$ cat config.mk
export PLATFORM = sky130hd
export DESIGN_NAME = drrip_ctrl
export DESIGN_NICKNAME = d
export VERILOG_FILES = /design/src/rtl/drrip_pkg.sv /design/src/rtl/drrip_ctrl.sv
export SDC_FILE = /design/constraint.sdc
export NUM_CORES = 1
export LEC_CHECK = 0
export BUFFER_PORTS_ARGS = -buffer_cell sky130_fd_sc_hd__buf_2
export CORE_AREA = 3 3 40 42
export DETAILED_ROUTE_END_ITERATION = 6
export DIE_AREA = 0 0 43 45
export PLACE_DENSITY_LB_ADDON = 0.25
export SLEW_MARGIN = 30
export SYNTH_ARGS = -nofsm -noshare
export SYNTH_HDL_FRONTEND = slang
export SYNTH_SLANG_ARGS = --single-unit
$ cat constraint.sdc
create_clock -name clock -period 0.9 [get_ports clock]
set_input_delay 0 -clock clock [delete_from_list [all_inputs] [get_ports clock]]
set_output_delay 0 -clock clock [all_outputs]
set_load 0.02 [all_outputs]
$ cat src/rtl/drrip_pkg.sv
// shared types, codes and default sizes for the drrip replacement block
// no dependencies; used by every other file of the block except the macros header
`default_nettype none

package drrip_pkg;

   localparam int SETS_DEFAULT          = 2048;
   localparam int WAYS_DEFAULT          = 16;
   localparam int LEADERS_DEFAULT       = 32;
   localparam int SELECTOR_BITS_DEFAULT = 10;
   localparam int RRPV_MAX_DEFAULT      = 3;

   localparam int CMD_W       = 2;
   localparam int SET_INDEX_W = 11;
   localparam int WAY_INDEX_W = 4;
   localparam int MASK_W      = 16;
   localparam int BIMODAL_W   = 8;
   localparam int PERIOD_W    = 9;
   localparam int DIV_STEPS   = PERIOD_W;
   localparam int DIV_CNT_W   = $clog2(DIV_STEPS);

   localparam logic [CMD_W-1:0] CMD_VICTIM = 2'd0;
   localparam logic [CMD_W-1:0] CMD_FILL   = 2'd1;
   localparam logic [CMD_W-1:0] CMD_ACCESS = 2'd2;

   localparam logic [PERIOD_W-1:0] PERIOD_RESET = 9'd32;
   localparam logic [PERIOD_W-1:0] PERIOD_MAX   = 9'd256;

   typedef struct packed {
      logic [CMD_W-1:0]       cmd;
      logic [SET_INDEX_W-1:0] set_index;
      logic [WAY_INDEX_W-1:0] way_index;
      logic [MASK_W-1:0]      way_valid_mask;
      logic                   is_write;
      logic                   is_hit;
   } req_payload_type;

   typedef struct packed {
      logic [WAY_INDEX_W-1:0] victim_way;
      logic                   victim_was_invalid;
      logic                   followers_use_srrip;
   } rsp_payload_type;

   typedef struct packed {
      logic clear_step;
      logic accept;
      logic div_start;
      logic div_step;
      logic commit;
   } ctrl_cmd_type;

   typedef struct packed {
      logic clear_last;
      logic need_div;
      logic div_last;
      logic out_busy;
   } ctrl_status_type;

endpackage

`default_nettype wire

$ cat src/rtl/drrip_ctrl.sv
// sequencer for the drrip block: clearing pass, accept, execute, remainder steps
// depends on drrip_pkg; drives the datapath through ctrl_cmd_type
`default_nettype none

module drrip_ctrl (
   input  logic                       clock,
   input  logic                       reset,
   input  logic                       req_valid,
   output logic                       req_stall,
   input  drrip_pkg::ctrl_status_type status,
   output drrip_pkg::ctrl_cmd_type    cmd
);

   localparam logic [1:0] ST_CLEAR = 2'd0;
   localparam logic [1:0] ST_IDLE  = 2'd1;
   localparam logic [1:0] ST_EXEC  = 2'd2;
   localparam logic [1:0] ST_DIV   = 2'd3;

   logic [1:0] state_ff;
   logic [1:0] state_in;

   always_comb begin
      state_in = state_ff;
      cmd      = '0;
      unique case (state_ff)
         ST_CLEAR: begin
            cmd.clear_step = 1'b1;
            if (status.clear_last) begin
               state_in = ST_IDLE;
            end
         end
         ST_IDLE: begin
            if (req_valid) begin
               cmd.accept = 1'b1;
               state_in   = ST_EXEC;
            end
         end
         ST_EXEC: begin
            if (status.need_div) begin
               cmd.div_start = 1'b1;
               state_in      = ST_DIV;
            end else if (!status.out_busy) begin
               cmd.commit = 1'b1;
               state_in   = ST_IDLE;
            end
         end
         ST_DIV: begin
            cmd.div_step = 1'b1;
            if (status.div_last) begin
               state_in = ST_EXEC;
            end
         end
         default: begin
            state_in = ST_CLEAR;
         end
      endcase
   end

   assign req_stall = (state_ff != ST_IDLE);

   always_ff @(posedge clock) begin
      if (reset) begin
         state_ff <= ST_CLEAR;
      end else begin
         state_ff <= state_in;
      end
   end

endmodule

`default_nettype wire

Word-level counts from Yosys, hierarchy flattened. Cells that the tools add are included.

Eq/ne operators: 8. Multiplexer cells: 15. Reduce and logical (&&, ||, !) cells: 2.

Operator list (count): 2-to-1 mux 2 bit (5); 2-to-1 mux 1 bit (9); case mux 2 bit (4 select lines) (1); inequality test 2 bit, second input constant (3); equality test 2 bit, second input constant (2); AND reduction 4 bit (1); inequality test 3 bit, second input constant (1); equality test 2 x 1 -> 1 bit, second input constant (1); logical NOT 2 bit (1); inequality test 2 x 1 -> 1 bit, second input constant (1).

Flip-flop bits (word level): 2. Input port bits: 7. Output and inout port bits: 6. Word-level logic and storage cells: 26.

Logic depth before layout (Yosys ltp). Gate-level depths: netlist of the first run.

Word-level depth: 3. Gate-level depth with buffers: 3. Depth with buffers taken out: 2.

Worst setup path after synthesis of the first run. No wires, ideal clock.

Path type: flip-flop to flip-flop. Start point: register state_ff[0]. End point: register state_ff[1]. Arrival: 1.001 ns. Path slack: -0.246 ns. Stages on the path, launching flop included: 3. Clock period less this slack: 1.146 ns. Cells stage by stage: dfxtp_1 -> nor4b_2 -> nor3_1.

Cells in the longest elaborated chain, start to end: 3. Elaborated cells between the ends (all ways): 10. Classes of those cells: eq/ne: 7; mux: 1; reduce/logical: 2.

Ends and longest elaborated chain: from (decl) (line drrip_ctrl.sv:19) `logic [1:0] state_ff;`; from (signal assigned) (line drrip_ctrl.sv:65) `state_ff <= state_in;`; equality test 2 bit (tied with other cells) (line drrip_ctrl.sv:25) `unique case (state_ff)`; inequality test 3 bit (no source line) or inequality test 2 bit (tied branches); AND reduction 4 bit (no source line).

Parallel ways exist; a longest one is shown, timed or not. A chain may end at the register's enable or synchronous reset.

==> results of run 1 <==
==> layout make-up <==
class | count | area, µm²
clock buffer | 3 | 22.52
fill | 148 | 993.5
inverter | 1 | 3.754
multi-input combinational | 14 | 113.9
sequential | 2 | 45.04
tap | 15 | 18.77
timing repair buffer | 14 | 87.58
==> power by group <==
group          leakage [nW]  total (W)  switching [W]  internal, W
logic                 0.102   0.000136      0.0000675    0.0000681
clock network        0.0138   0.000197      0.0000503     0.000147
registers            0.0175   0.000120      0.0000196     0.000100
total                 0.133   0.000453       0.000137     0.000315
==> layer usage <==
layer / up-vias / global-route usage [%]
li1: 94 / -
met1: 82 / 6.921
met2: 12 / 8.383
met3: 0 / 3.187
met4: 0 / 7.229
met5: - / 0
==> metrics by stage <==
step / setup WS [ns] / instance area (µm²) / hold WS [ns] / TNS [ns]
2_1_floorplan: -0.07287 / 170.2 / 0.03927 / -0.08887
3_5_place_dp: -0.007560 / 237.7 / 0.2114 / -0.007560
5_1_grt: -0.1515 / 291.5 / 0.1418 / -0.6650
3_3_place_gp: 0.02951 / 237.7 / 0.2028 / 0
4_1_cts: -0.1119 / 289.0 / 0.1152 / -0.4192
6_report: -0.1055 / 291.5 / 0.1183 / -0.3543
==> tightest hold or removal path, cell delays in order <==
cell	delay, ns
buf_2	0.11
a21oi_1	0.07
nor3_1	0.11
==> timing repair <==
| item | CTS | global route |
|---|---|---|
| setup endpoints to repair | 7 | 7 |
| buffers inserted | 1 | 0 |
| endpoints found under the hold margin | 1 | 0 |
| gates resized for setup | 5 | 1 |
| hold buffers | 1 | 0 |
==> synth_stat cells <==
| library cell | number | share of area, % |
|---|---|---|
| or2_0 | 1 | 4.1 |
| nor3_1 | 1 | 3.3 |
| and2_1 | 1 | 4.1 |
| a21oi_1 | 1 | 3.3 |
| nor4b_2 | 1 | 9.8 |
| and3b_1 | 1 | 5.7 |
| nand3b_1 | 1 | 4.9 |
| buf_6 | 1 | 7.4 |
| nand2b_1 | 1 | 4.1 |
| mux2i_1 | 1 | 6.6 |
| nor2b_1 | 1 | 4.1 |
| a32o_1 | 1 | 6.6 |
| nor2_1 | 3 | 7.4 |
| dfxtp_1 | 2 | 26 |
| inv_1 | 1 | 2.5 |
==> worst paths after layout <==
| path | start | endpoint | slack [ns] | depth (start not counted) |
|---|---|---|---|---|
| hold / removal | req_valid | state_ff[1] | 0.12 | 3 |
| setup reg to reg | state_ff[1] | state_ff[0] | -0.02 | 3 |
| setup / recovery | state_ff[0] | cmd[0] | -0.11 | 2 |
| hold reg to reg | state_ff[0] | state_ff[1] | 0.60 | 2 |
==> cell families (layout without fill, tap and decap cells) <==
family	count (synthesis)	after routing	synth area share (%)
muxes	1	1	6.558
and+or+nand+nor	11	11	47.55
DFF	2	2	26.23
buffers and inverters	2	18	9.833
AOI/OAI and AO/OA	2	2	9.833
==> results.sh, run 1 <==
export IMPL_critical_path_arrival_ns=1.01
export IMPL_start_util_pct=11.88
export IMPL_first_pass_iters=4
export IMPL_p_leak_nw=0.1335
export IMPL_drc=0
export IMPL_cp_required_ns=0.90
export IMPL_fmaxAchievable_mhz=994.5
export IMPL_slowest_stage="dfxtp_2"
export IMPL_met3WireLength_um=49
export IMPL_ys_seq_elements=2
export IMPL_power_total_w=0.0004527
export IMPL_cts_reportedPaths_clkPinSlew_ns=0.03
export IMPL_syn_inst=18
export IMPL_nets=43
export IMPL_rsz0062_at_grt="true"
export IMPL_cts_tree="built"
export IMPL_drv_slew=0
export IMPL_clockRootBuffer="clkbuf_4"
export IMPL_slew_headroom_pct=85.11
export IMPL_worst_pin_slew_ns=0.2225
export IMPL_vias_per_cell=3.837
export IMPL_antenna_found_initial=0
export IMPL_yosysSeqAreaShare_pct=26.23
export IMPL_status="finished with violations"
export IMPL_violations="negative setup slack"
export IMPL_p_per_area_nw_per_um2=1553
export IMPL_syn_avg_cell_area_um2=8.480
export IMPL_drive_gt1_share_pct=58.82
export IMPL_final_common_cell="buf_2"
export IMPL_worstSetupPathType="reg -> out"
export IMPL_end_kind="output port"
export IMPL_dieArea_um2=1935
export IMPL_regMostFlops="state_ff"
export IMPL_cap_violations=0
export IMPL_clk_path_buf_depth=2
export IMPL_ios=13
export IMPL_insertion_delay_ns=0.22
export IMPL_ys_types=15
export IMPL_crit_chain="nor4b_4 > buf_4"
export IMPL_drt_iter0_drc=5
export IMPL_post_drt_wl_per_cell_um=10.16
export IMPL_hold_violations=0
export IMPL_netlist_area_um2=152.6
export IMPL_dr_wl_met2_um=203
export IMPL_grt_pass1_vias=212
export IMPL_core_area_um2=1285
export IMPL_port_buffers=12
export IMPL_largest_reg_flops=2
export IMPL_crit_family="flip-flops"
export IMPL_final_core_util_pct=22.69
export IMPL_worst_slack_ns=-0.1055
export IMPL_m1WireLength_um=245
export IMPL_dpl_cell_count=44
export IMPL_finalCriticalPeriod_ns=1.006
export IMPL_dr_max_layer_used="met3"
export IMPL_grt_max_degree=9
export IMPL_h_tree_depth=1
export IMPL_vdd_drop_max_v=0.0003671
export IMPL_clock_skew_ns=0.003571
export IMPL_hold_class="in -> reg"
export IMPL_setup_viol=6
export IMPL_grt_pass1_wl_um=862
export IMPL_overflow=0
export IMPL_clock_sink_count=2
export IMPL_via_count=188
export IMPL_critical_path_max_fanout=8
export IMPL_row_count=13
export IMPL_chipHeight_um=45
export IMPL_die_width_um=43
export IMPL_finalCritPeriodShare_pct=111.7
export IMPL_setup_worst_path_start_class="flop"
export IMPL_fin_cells=49
export IMPL_syn2layout_area_growth_pct=90.98
export IMPL_ys_warn_count=0
export IMPL_diodes=0
export IMPL_cp_num_buf_inv=1
export IMPL_reg_largest_list="state_ff: 2 flops"
export IMPL_wirelength_um=498
export IMPL_cts_made_buffers=3
export IMPL_grtUsageTotal_pct=6.390
export IMPL_most_common_layout_cells="buf_2, buf_4, clkbuf_4"
export IMPL_slowest_delay_ns=0.35
export IMPL_place_gp_congestion=0.7446
export IMPL_syn_nets=25
export IMPL_ant_nets=0
Note: power is estimated with default switching activity, not from simulation.
==> run 2, diff against run 1 <==
--- a/config.mk
+++ b/config.mk
@@ -5,7 +5,7 @@
 export SDC_FILE = /design/constraint.sdc
 export NUM_CORES = 1
 export LEC_CHECK = 0
-export BUFFER_PORTS_ARGS = -buffer_cell sky130_fd_sc_hd__buf_2
+export BUFFER_PORTS_ARGS = -buffer_cell sky130_fd_sc_hd__buf_4
 export CORE_AREA = 3 3 40 42
 export DETAILED_ROUTE_END_ITERATION = 6
 export DIE_AREA = 0 0 43 45
==> run 2 against run 1 <==
The run still ends with negative setup slack left. Worst setup slack better by 0.00091 ns. Wire length up 3.8%. Sequential power is essentially flat. Non-clock buffer count grew 2. First-iteration DRC count is 100% lower. Die area is the same. Worst hold slack got worse by 0.055 ns. Core utilization grew 5.6 points. Cell count grew 4.1%. Critical path depth stayed put. Clock-buffer cell count did not move. Critical endpoint unchanged. Largest cell class is now buffers. Largest power group unchanged.
==> results.sh, run 2 (synthesis results as in run 1) <==
export IMPL_clock_skew_ns=0.003845
export IMPL_p_comb_share_pct=36.4
export IMPL_dr_wl_met2_um=222
export IMPL_nets=45
export IMPL_most_common_layout_cells="buf_4, buf_6, clkbuf_4"
export IMPL_dieArea_um2=1935
export IMPL_via_count=200
export IMPL_drt_iter0_drc=0
export IMPL_design_area_um2=364.1
export IMPL_multi_input_area_um2=133.9
export IMPL_drive_gt1_share_pct=69.44
export IMPL_status="finished with violations"
export IMPL_insertion_delay_ns=0.23
export IMPL_seq_power_share_pct=24.1
export IMPL_vdd_drop_max_v=0.0003310
export IMPL_final_common_cell="buf_4"
export IMPL_cts_reportedPaths_clkPinSlew_ns=0.03
export IMPL_clk_path_buf_depth=2
export IMPL_port_buffers=12
export IMPL_regMostFlops="state_ff"
export IMPL_switching_power_w=0.0001579
export IMPL_setup_viol=5
export IMPL_reg_largest_list="state_ff: 2 flops"
export IMPL_grt_pass1_wl_um=834
export IMPL_first_pass_iters=1
export IMPL_hold_class="in -> reg"
export IMPL_antenna_found_initial=0
export IMPL_dr_max_layer_used="met3"
export IMPL_p_sw_share_pct=30.83
export IMPL_nFillCells=141
export IMPL_worst_slack_ns=-0.1046
export IMPL_start_util_pct=11.88
export IMPL_place_gp_congestion=0.7260
export IMPL_row_count=13
export IMPL_fmaxAchievable_mhz=995.4
export IMPL_place_ws_ns=-0.01910
export IMPL_hpwl_um=363.5
export IMPL_cp_required_ns=0.90
export IMPL_violations="negative setup slack"
export IMPL_p_leak_nw=0.1602
export IMPL_grt_max_degree=9
export IMPL_rsz0062_at_grt="true"
export IMPL_wirelength_um=517
export IMPL_die_width_um=43
export IMPL_met3WireLength_um=75
export IMPL_setup_tns_final_ns=-0.2910
export IMPL_p_int_w=0.0003542
export IMPL_slew_headroom_pct=85.87
export IMPL_grt_pass1_vias=207
export IMPL_post_drt_wl_per_cell_um=10.14
export IMPL_chipHeight_um=45
export IMPL_worstSetupPathType="reg -> out"
export IMPL_end_kind="output port"
export IMPL_hold_violations=0
export IMPL_clockRootBuffer="clkbuf_4"
export IMPL_m1WireLength_um=218
export IMPL_r2r_slack_ns=-0.04
export IMPL_power_total_w=0.0005120
export IMPL_core_area_um2=1285
export IMPL_drv_slew=0
export IMPL_vias_per_cell=3.922
export IMPL_place_area_um2=267.8
export IMPL_h_tree_depth=1
export IMPL_ios=13
export IMPL_finalCritPeriodShare_pct=111.6
export IMPL_setup_worst_path_start_class="flop"
export IMPL_cts_made_buffers=3
export IMPL_critical_path_arrival_ns=1.00
export IMPL_largest_reg_flops=2
export IMPL_finalCriticalPeriod_ns=1.005
export IMPL_syn2layout_area_growth_pct=138.5
export IMPL_overflow=0
export IMPL_cap_violations=0
export IMPL_p_clk_share_pct=39.5
export IMPL_worst_pin_slew_ns=0.2110
export IMPL_regArea_um2=47.55
export IMPL_diodes=0
export IMPL_critical_path_max_fanout=7
export IMPL_clock_sink_count=2
export IMPL_grtUsageTotal_pct=6.234
export IMPL_p_per_area_nw_per_um2=1406
export IMPL_ant_nets=0
export IMPL_drc=0
export IMPL_cts_tree="built"
==> run 2: routing by layer <==
metal,vias up,GRT usage (%)
met5,-,0
met2,12,8.084
li1,98,-
met4,0,7.229
met3,0,3.984
met1,90,6.235
==> run 2: layout make-up <==
class	count	area share (%)
repair buffers	16	37.80
multi-input cells	14	36.77
flip-flops and latches	2	13.06
clock buffers	3	6.186
well taps	15	5.155
inverters	1	1.031
==> run 2: worst max-delay path, cell delays in order, from the launching register on <==
cell     delay (ns)
dfxtp_4        0.37
nor4b_4        0.23
buf_4          0.18
==> run 2: power by group through the flow <==
stage	Combinational, W	Clock, W	Sequential (W)
after floorplan	0.0000855	0	0.000112
after global placement	0.000136	0	0.000120
after detailed placement	0.000136	0	0.000122
after CTS	0.000150	0.000209	0.000120
after global routing	0.000200	0.000226	0.000126
final	0.000186	0.000202	0.000123
==> run 2: path summary, 6_finish.rpt <==
check / start / to / cells past startpoint
worst min register to register: state_ff[1] / state_ff[1] / 2
worst max register to register: state_ff[1] / state_ff[0] / 3
worst max-delay path: state_ff[0] / cmd[0] / 2
worst min-delay path: req_valid / state_ff[1] / 3
==> run 2: repair_timing <==
item / CTS / global route
hold buffers: 1 / 0
endpoints found under the hold margin: 1 / 0
gates resized for setup: 4 / 7
setup buffers: 2 / 1
pin swaps: 0 / 1
setup endpoints to repair: 7 / 8
==> run 2: stage by stage <==
step	utilization [%]	hold slack, ns	cells
after floorplan	-	0.03927	18
after global placement	20.84	0.1851	44
after detailed placement	20.84	0.1868	44
after CTS	25.32	0.09082	50
after global routing	28.34	0.1010	51
final	28.34	0.06282	51
==> run 3, diff against run 2 <==
--- a/config.mk
+++ b/config.mk
@@ -6,6 +6,8 @@
 export NUM_CORES = 1
 export LEC_CHECK = 0
 export BUFFER_PORTS_ARGS = -buffer_cell sky130_fd_sc_hd__buf_4
+export CELL_PAD_IN_SITES_DETAIL_PLACEMENT = 0
+export CELL_PAD_IN_SITES_GLOBAL_PLACEMENT = 1
 export CORE_AREA = 3 3 40 42
 export DETAILED_ROUTE_END_ITERATION = 6
 export DIE_AREA = 0 0 43 45
==> run 3 against run 2 <==
The run still ends with negative setup slack left. Worst hold slack gained 0.013 ns. Critical path depth unchanged. Fmax shrank 0.13%. Core utilization decreased by 1.8 points. Die area unchanged. Largest cell class unchanged.
==> results.sh, run 3 (synthesis results as in run 1) <==
export IMPL_power_total_w=0.0004805
export IMPL_antenna_found_initial=0
export IMPL_finalCritPeriodShare_pct=111.8
export IMPL_finalCriticalPeriod_ns=1.006
export IMPL_drv_slew=0
export IMPL_cts_tree="built"
export IMPL_grt_max_degree=9
export IMPL_grtUsageTotal_pct=6.572
export IMPL_slew_headroom_pct=85.40
export IMPL_port_buffers=12
export IMPL_core_area_um2=1285
export IMPL_post_drt_wl_per_cell_um=10.49
export IMPL_worst_slack_ns=-0.1060
export IMPL_insertion_delay_ns=0.23
export IMPL_regMostFlops="state_ff"
export IMPL_critical_path_max_fanout=8
export IMPL_grt_pass1_wl_um=848
export IMPL_use_met2_pct=8.683
export IMPL_nFillCells=146
export IMPL_chipHeight_um=45
export IMPL_use_met3_pct=4.382
export IMPL_setup_tns_final_ns=-0.2890
export IMPL_place_gp_congestion=0.6479
export IMPL_cts_made_buffers=3
export IMPL_clk_path_buf_depth=2
export IMPL_worstSetupPathType="reg -> out"
export IMPL_diodes=0
export IMPL_hold_ws_ns=0.07540
export IMPL_hold_depth=3
export IMPL_grt_most_used_layer="met2"
export IMPL_fin_cells=51
export IMPL_clockRootBuffer="clkbuf_4"
export IMPL_wirelength_um=535
export IMPL_p_leak_nw=0.1530
export IMPL_reg_largest_list="state_ff: 2 flops"
export IMPL_grt_pass1_vias=199
export IMPL_slowest_stage="dfxtp_4"
export IMPL_fmaxAchievable_mhz=994.1
export IMPL_cp_required_ns=0.90
export IMPL_drt_iter0_drc=4
export IMPL_rsz0062_at_grt="true"
export IMPL_hold_class="in -> reg"
export IMPL_clock_skew_ns=0.004682
export IMPL_slowest_delay_ns=0.37
export IMPL_largest_reg_flops=2
export IMPL_die_width_um=43
export IMPL_ios=13
export IMPL_nets=45
export IMPL_via_count=197
export IMPL_final_common_cell="buf_4"
export IMPL_dpl_cell_count=44
export IMPL_row_count=13
export IMPL_critical_path_arrival_ns=1.01
export IMPL_worst_pin_slew_ns=0.2181
export IMPL_start_util_pct=11.88
export IMPL_vdd_drop_max_v=0.0006895
export IMPL_drive_gt1_share_pct=63.89
export IMPL_first_pass_iters=4
export IMPL_ant_nets=0
export IMPL_vias_per_cell=3.863
export IMPL_drc=0
export IMPL_dieArea_um2=1935
export IMPL_hold_violations=0
export IMPL_r2r_cells=3
export IMPL_setup_viol=5
export IMPL_end_kind="output port"
export IMPL_status="finished with violations"
export IMPL_setup_worst_path_start_class="flop"
export IMPL_clock_sink_count=2
export IMPL_p_per_area_nw_per_um2=1407
export IMPL_cts_reportedPaths_clkPinSlew_ns=0.03
export IMPL_violations="negative setup slack"
export IMPL_grtUsageMet1_pct=6.490
export IMPL_overflow=0
export IMPL_most_common_layout_cells="buf_4, clkbuf_4, nor2_1, buf_6, dfxtp_4"
export IMPL_syn2layout_area_growth_pct=123.8
export IMPL_place_ws_ns=-0.01903
export IMPL_crit_chain="nor4b_4 > buf_4"
export IMPL_cap_violations=0
export IMPL_h_tree_depth=1
-- run 3: critical path, delay by kind of cell (launching register included) --
family	cells	cell delay [ns]
flops	1	0.37
buf+inv	1	0.18
simple gates	1	0.22
-- run 3: cell type report --
| type | instances | area [µm²] | area share [%] |
|---|---|---|---|
| Clock buffer | 3 | 22.52 | 6.593 |
| Inverter | 1 | 3.754 | 1.099 |
| Multi-Input combinational cell | 14 | 118.9 | 34.80 |
| Sequential cell | 2 | 47.55 | 13.92 |
| Tap cell | 15 | 18.77 | 5.494 |
| Timing Repair Buffer | 16 | 130.1 | 38.10 |
-- run 3: worst paths after layout --
kind	endpoint	slack [ns]	startpoint
hold reg to reg	state_ff[1]	0.59	state_ff[0]
setup / recovery	cmd[0]	-0.11	state_ff[1]
setup reg to reg	state_ff[0]	-0.02	state_ff[1]
hold / removal	state_ff[1]	0.08	req_valid
-- run 3: stage by stage --
step                      area [µm²]  util, %
after global placement         267.8    20.84
after floorplan                170.2        -
final                          341.6    26.58
after detailed placement       267.8    20.84
after CTS                      340.3    26.48
after global routing           341.6    26.58
-- run 3: per-layer routing --
layer / part of all wire, % / vias up
li1: - / 98
met1: 44 / 86
met2: 39 / 11
met3: 12 / 2
met4: 4.7 / 0
met5: 0 / -
-- run 3: what timing repair did --
action | in CTS | in global routing
setup buffers | 4 | 0
hold buffers | 1 | 0
endpoints found under the hold margin | 1 | 0
gates resized for setup | 4 | 2
endpoints found under the setup margin | 7 | 7
pin swaps | 0 | 1
-- run 3: report_power, final --
part | switching, W | internal [W]
logic | 0.0000706 | 0.0000875
registers | 0.0000197 | 0.000100
clock network | 0.0000551 | 0.000147
total | 0.000145 | 0.000335
